$ cat src/sv/ip_mask_access_filter_defines.svh
// assertion macros for the ip mask access filter
// used by the top level; expects clk and rst in scope
`ifndef IP_MASK_ACCESS_FILTER_DEFINES_SVH
`define IP_MASK_ACCESS_FILTER_DEFINES_SVH

// same-cycle implication
`define IMF_ASSERT_IMP(label, ante, cons) \
  label: assert property (@(posedge clk) disable iff (rst) (ante) |-> (cons)) \
    else $error("imf assertion failed");

// next-cycle implication
`define IMF_ASSERT_NEXT(label, ante, cons) \
  label: assert property (@(posedge clk) disable iff (rst) (ante) |=> (cons)) \
    else $error("imf assertion failed");

`endif

$ cat src/sv/imf_pkg.sv
// types and constants for the ip mask access filter
// no dependencies
package imf_pkg;

  localparam int MAX_RULES = 64;
  localparam int IDX_W     = $clog2(MAX_RULES);
  localparam int CNT_W     = $clog2(MAX_RULES + 1);
  localparam int ADDR_W    = 3;
  localparam int DATA_W    = 32;

  localparam logic CMD_ADD   = 1'b0;
  localparam logic CMD_CHECK = 1'b1;

  localparam logic REG_DEFAULT_DENY = 1'b0;

  typedef struct packed {
    logic        cmd;
    logic [31:0] ip_address;
    logic [31:0] ip_mask;
    logic        rule_allows;
  } in_word_t;

  typedef struct packed {
    logic permitted;
    logic status;
  } out_word_t;

  typedef struct packed {
    logic        valid;
    logic [31:0] host;
    logic        hit;
  } token_t;

endpackage

$ cat src/sv/imf_cell.sv
// one rule cell of the filter chain: holds one rule and passes the host token on
// depends on imf_pkg
module imf_cell (
  input  logic            clk,
  input  logic            rst,
  input  logic            wr_en,
  input  logic [31:0]     wr_address,
  input  logic [31:0]     wr_mask,
  input  logic            wr_kind,
  input  logic            active,
  input  logic            default_deny,
  input  imf_pkg::token_t tok_in,
  output imf_pkg::token_t tok_out
);
  import imf_pkg::*;

  logic [31:0] rule_address;
  logic [31:0] rule_mask;
  logic        rule_kind;
  logic        match;

  // a rule counts only when its kind opposes the default policy
  assign match = active && (rule_kind == default_deny) &&
                 ((tok_in.host & rule_mask) == rule_address);

  always_ff @(posedge clk) begin
    if (wr_en) begin
      rule_address <= wr_address & wr_mask;
      rule_mask    <= wr_mask;
      rule_kind    <= wr_kind;
    end
  end

  always_ff @(posedge clk) begin
    if (rst) begin
      tok_out.valid <= 1'b0;
    end else begin
      tok_out.valid <= tok_in.valid;
    end
    tok_out.host <= tok_in.host;
    tok_out.hit  <= tok_in.hit | match;
  end

endmodule

$ cat config.mk
export PLATFORM = sky130hd
export DESIGN_NAME = imf_cell
export DESIGN_NICKNAME = d
export VERILOG_FILES = /design/src/sv/ip_mask_access_filter_defines.svh /design/src/sv/imf_pkg.sv /design/src/sv/imf_cell.sv
export SDC_FILE = /design/constraint.sdc
export NUM_CORES = 1
export LEC_CHECK = 0
export ABC_AREA = 0
export ABC_CLOCK_PERIOD_IN_PS = 1100
export BUFFER_PORTS_ARGS = -buffer_cell sky130_fd_sc_hd__buf_2
export CORE_MARGIN = 10
export CORE_UTILIZATION = 42
export CTS_CLUSTER_DIAMETER = 40
export DETAILED_ROUTE_END_ITERATION = 12
export PLACE_DENSITY = 0.78
export SETUP_SLACK_MARGIN = 0.15
export SLEW_MARGIN = 40
export SYNTH_ARGS = -nofsm -noshare
export SYNTH_HDL_FRONTEND = slang
export SYNTH_SLANG_ARGS = --single-unit
$ cat constraint.sdc
create_clock -name clk -period 1.1 [get_ports clk]
set_input_delay 0.055 -clock clk [delete_from_list [all_inputs] [get_ports clk]]
set_output_delay 0.055 -clock clk [all_outputs]
set_load 0.02 [all_outputs]
=== Word level (Yosys, flattened, before mapping) ===
Index checks and enable logic that the tools add are counted.
W data, S select, Z words.

* Register bits: 99
* Input bits: 104
* Output and inout port bits: 34
* Logic and storage cells: 13

* Eq/ne operators: 2
* Bitwise gates (word level): 3
* Reduce and logical (&&, ||, !) cells: 2

{| class="wikitable"
|+ Operators with widths
! cell !! count
|-
| $and A32 B32 Y32 || 2
|-
| $eq A32 B32 Y1 || 1
|-
| $logic_and A1 B1 Y1 || 2
|-
| $eq A1 B1 Y1 || 1
|-
| $or A1 B1 Y1 || 1
|}

=== Depth between registers and ports, before layout ===
* Word-level depth: 4
* Depth in mapped cells: 5
* Mapped depth without buffers: 5

=== Least setup slack after synthesis ===
OpenSTA, ideal clock, no wires.

* Path kind: reg2reg
* Start: register rule_mask[1]
* End: register tok_out[0] (netlist bit)
* Arrival time: 1.076 ns
* Data required time: 1.041 ns
* Path slack: -0.035 ns
* Stages on the path, launching flop included: 6
* Path buffers: 0
* Period minus slack after synthesis: 1.135 ns
* Cell sequence: edfxtp_1 -> nand2_1 -> xor2_1 -> nand4_1 -> nor4_1 -> a41o_1

* Longest elaborated chain between the ends: 4

{| class="wikitable"
|+ RTL lines
! element !! line !! RTL
|-
| start: declaration || imf_cell.sv:18 || <nowiki>logic [31:0] rule_mask;</nowiki>
|-
| start signal: assignment || imf_cell.sv:29 || <nowiki>rule_mask <= wr_mask;</nowiki>
|-
| $and A32 B32 Y32 || imf_cell.sv:24 || <nowiki>((tok_in.host & rule_mask) == rule_address);</nowiki>
|-
| $eq A32 B32 Y1 || imf_cell.sv:24 ||
|-
| $logic_and A1 B1 Y1 || imf_cell.sv:23 || <nowiki>assign match = active && (rule_kind == default_deny) &&</nowiki>
|-
| $or A1 B1 Y1 || imf_cell.sv:41 || <nowiki>tok_out.hit <= tok_in.hit | match;</nowiki>
|-
| end: declaration || imf_cell.sv:13 || <nowiki>output imf_pkg::token_t tok_out</nowiki>
|}

No other way between the ends.
A chain may end at the register's enable or synchronous reset.

=== Worst setup path after layout ===
* Start: register rule_mask[29]
* End: register tok_out[0] (netlist bit)

The elaborated chain is that of the path after synthesis.

==> results_dict.tcl <==
set metrics [dict create \
    p_per_area_nw_per_um2 1390 \
    antenna_found_initial 1 \
    die_area_um2 11900 \
    htreeDepth 3 \
    ant_nets 0 \
    die_h_um 109 \
    grt_usage_pct 15.1 \
    crit_fanout 1 \
    synth-compound-area-share_pct 0.301 \
    synth_most_common_cell "edfxtp_1" \
    portBuffers 137 \
    dr.pass1.iters 4 \
    end_kind "flop" \
    crit_chain "nand2_1 -> xor2_1 -> nand4_1 -> nor4_2 -> a41o_1" \
    seq_power_share_pct 57.5 \
    relSlewSlack_pct 80.9 \
    hold_end "rule_address[23]" \
    critPathRequiredTime_ns 1.39 \
    maxSlewViolCount 0 \
    fillerInstances 521 \
    synth-xor-area-share_pct 8.69 \
    p_leak_nw 2.28 \
    grt_pass1_wl_mm 13.9 \
    yosys.area.top_type_share_pct 58.7 \
    final_util_pct 69.9 \
    whs_ns 0.0240 \
    synthTopCellsByCount "65 x edfxtp_1, 34 x dfxtp_1, 32 x and2_1, 32 x nand2_1, 28 x xor2_1" \
    nNetsFinal 564 \
    tightest_slew_ns 0.284 \
    post-place-ws_ns -0.298 \
    path_clk_slew_ns 0.08 \
    dieWidth_um 109 \
    syn_area_per_cell_um2 15.9 \
    min-delay-start "wr_address[23]" \
    routabilityCongestion 0.760 \
    dpl.hpwl_mm 5.61 \
    pwr-share-comb_pct 12.7 \
    wire_per_inst_um 15.6 \
    clock_latency_ns 0.35 \
    synth_flop_cell "edfxtp_1" \
    cts_buffers 9 \
    drive_above_1_share_pct 33.8 \
    rsz0062_at_grt "yes" \
    areaGrowthSynthToFinish_pct 62.4 \
    routed_wl_mm 8.84 \
    status "finished, violations left" \
    ys_seq_area_share_pct 79.2 \
    vias_per_cell 4.35 \
    drc 0 \
    design_area_um2 5400 \
    cpMaxStageDelayCell "edfxtp_1" \
    grt_max_degree 35 \
    synth_cell_types 13 \
    root_buffer "clkbuf_8" \
    clockPowerShare_pct 29.8 \
    yosysWarnings 0 \
    worst-r2r-cell-count 5 \
    switching_share_pct 22.3 \
    syn_area_um2 3320 \
    start_kind "flop" \
    rr_startpoint "rule_mask[29]" \
    hold_class "input pin to flop" \
    synth_nets 313 \
    yosys.area.top_type "edfxtp_1" \
    final_hold_viol_count 0 \
    synthCells 209 \
    synth_top_family_by_area "simple AND/OR/NAND/NOR gates" \
    critPathKind "flop to flop" \
    r2r-end "tok_out[0]" \
    ys_seq_elements 99 \
    cts_tree "yes" \
    start_util_pct 43.0 \
    rrSetupSlack_ns -0.29 \
    max_freq_ghz 0.718 \
    synth.area.mux_share_pct 0 \
    final.setup.worst_slack_ns -0.293 \
    synth_area_leaders "edfxtp_1 59%, dfxtp_1 20%, xor2_1 7.4%, and2_1 6.0%, nand2_1 3.6%" \
    rows 32 \
    cts_setup_buffers 0 \
    setup_viol 1 \
    pin_count 138 \
    grt_pass1_vias 2907 \
    drt_iter0_drc 41 \
    skew_ns 0.0149 \
    vias 2471 \
    holdPathStages 2 \
    ir_worst_vdd_mv 0.818 \
    synth-simple-area-share_pct 11.8 \
    max_stage_delay_ns 0.37 \
    synthArstFlopShare_pct 0 \
    max-cap-violations 0 \
    place_area_um2 4190 \
    cts_sinks 99 \
    fin_crit_ns 1.39 \
    grt_overflow 0 \
    total_power_mw 7.51 \
    p_int_mw 5.84 \
    synth_adder_area_share_pct 0 \
    synth_edf_count 65 \
    period_share_pct 127 \
    core_um2 7730 \
    failed_checks "negative setup slack" \
    arrival_ns 1.69 \
    clockBufferDepth 2 \
    p_switching_mw 1.67 \
]
## power by group through the flow
stage	Sequential [mW]	Clock (mW)	Combinational, mW
2_1_floorplan	4.48	0	0.201
3_3_place_gp	4.39	0	0.645
3_5_place_dp	4.40	0	0.664
4_1_cts	4.32	2.31	0.941
5_1_grt	4.35	2.46	1.05
6_report	4.32	2.24	0.955
## sequential cells by signal (all words and copies together), names as in the netlist
| signal | flops |
|---|---|
| rule_address | 32 |
| rule_kind | 1 |
| rule_mask | 32 |
| tok_out | 34 |
## kinds of logic after synthesis
| logic type | Yosys count |
|---|---|
| DFF | 99 |
| and+or+nand+nor | 76 |
| AOI/OAI and AO/OA | 1 |
| xor gates and xnor gates | 33 |
## metrics by stage
stage / instances / setup TNS, ns
2_1_floorplan: 209 / -0.0186
3_3_place_gp: 452 / -0.268
3_5_place_dp: 452 / -0.298
4_1_cts: 567 / -0.256
5_1_grt: 568 / -0.368
6_report: 568 / -0.293
## layer usage
layer | track usage, % | part of all wire [%] | wire, um
met5 | 0 | 0 | 0
met4 | 4.43 | 0.95 | 84
met1 | 14.7 | 36 | 3200
met3 | 7.14 | 8.9 | 785
met2 | 27.8 | 54 | 4770
## final cells by class
cell class                      instances  area, um2  area share, %
Multi-Input combinational cell        110        703           13.0
Timing Repair Buffer                  240       1740           32.3
Clock inverter                          5       56.3           1.04
Clock buffer                           11        131           2.43
Tap cell                              102        128           2.36
Sequential cell                        99       2630           48.8
Antenna cell                            1       2.50         0.0464
## cell usage in the layout (no fill, tap or decap), drive strengths merged
master / n
diode: 1
buf: 141
edfxtp: 65
dlygate4sd3: 99
bufinv: 1
nor2b: 1
nand3: 1
and3: 1
nor3: 1
and2: 32
nand2: 32
nor4: 2
a41o: 1
nand4: 6
clkbuf: 11
xor2: 28
clkinvlp: 1
clkinv: 3
dfxtp: 34
xnor2: 5
## how the worst max path moves through the flow
stage,from,end,slack (ns),cells after the start
after floorplan,rule_mask[25],tok_out[0],-0.02,5
after global placement,rule_mask[10],tok_out[0],-0.27,5
after detailed placement,rule_mask[12],tok_out[0],-0.30,5
after CTS,rule_mask[12],tok_out[0],-0.26,5
after global routing,rule_mask[1],tok_out[0],-0.37,5
final,rule_mask[29],tok_out[0],-0.29,5
## critical path: cells and delay by family, from the launching register on
kind	cells	cell delay (ns)
compound gates	1	0.19
xor+xnor	1	0.17
flops	1	0.37
simple gates	3	0.61
## what timing repair did
action / CTS / global route
resized for setup: 1 / 6
pin swaps: 0 / 3
cloned: 0 / 0
hold buffers: 99 / 0
hold endpoints to repair: 98 / 0
endpoints found under the setup margin: 1 / 6
Power figures use the tool's default switching activity.
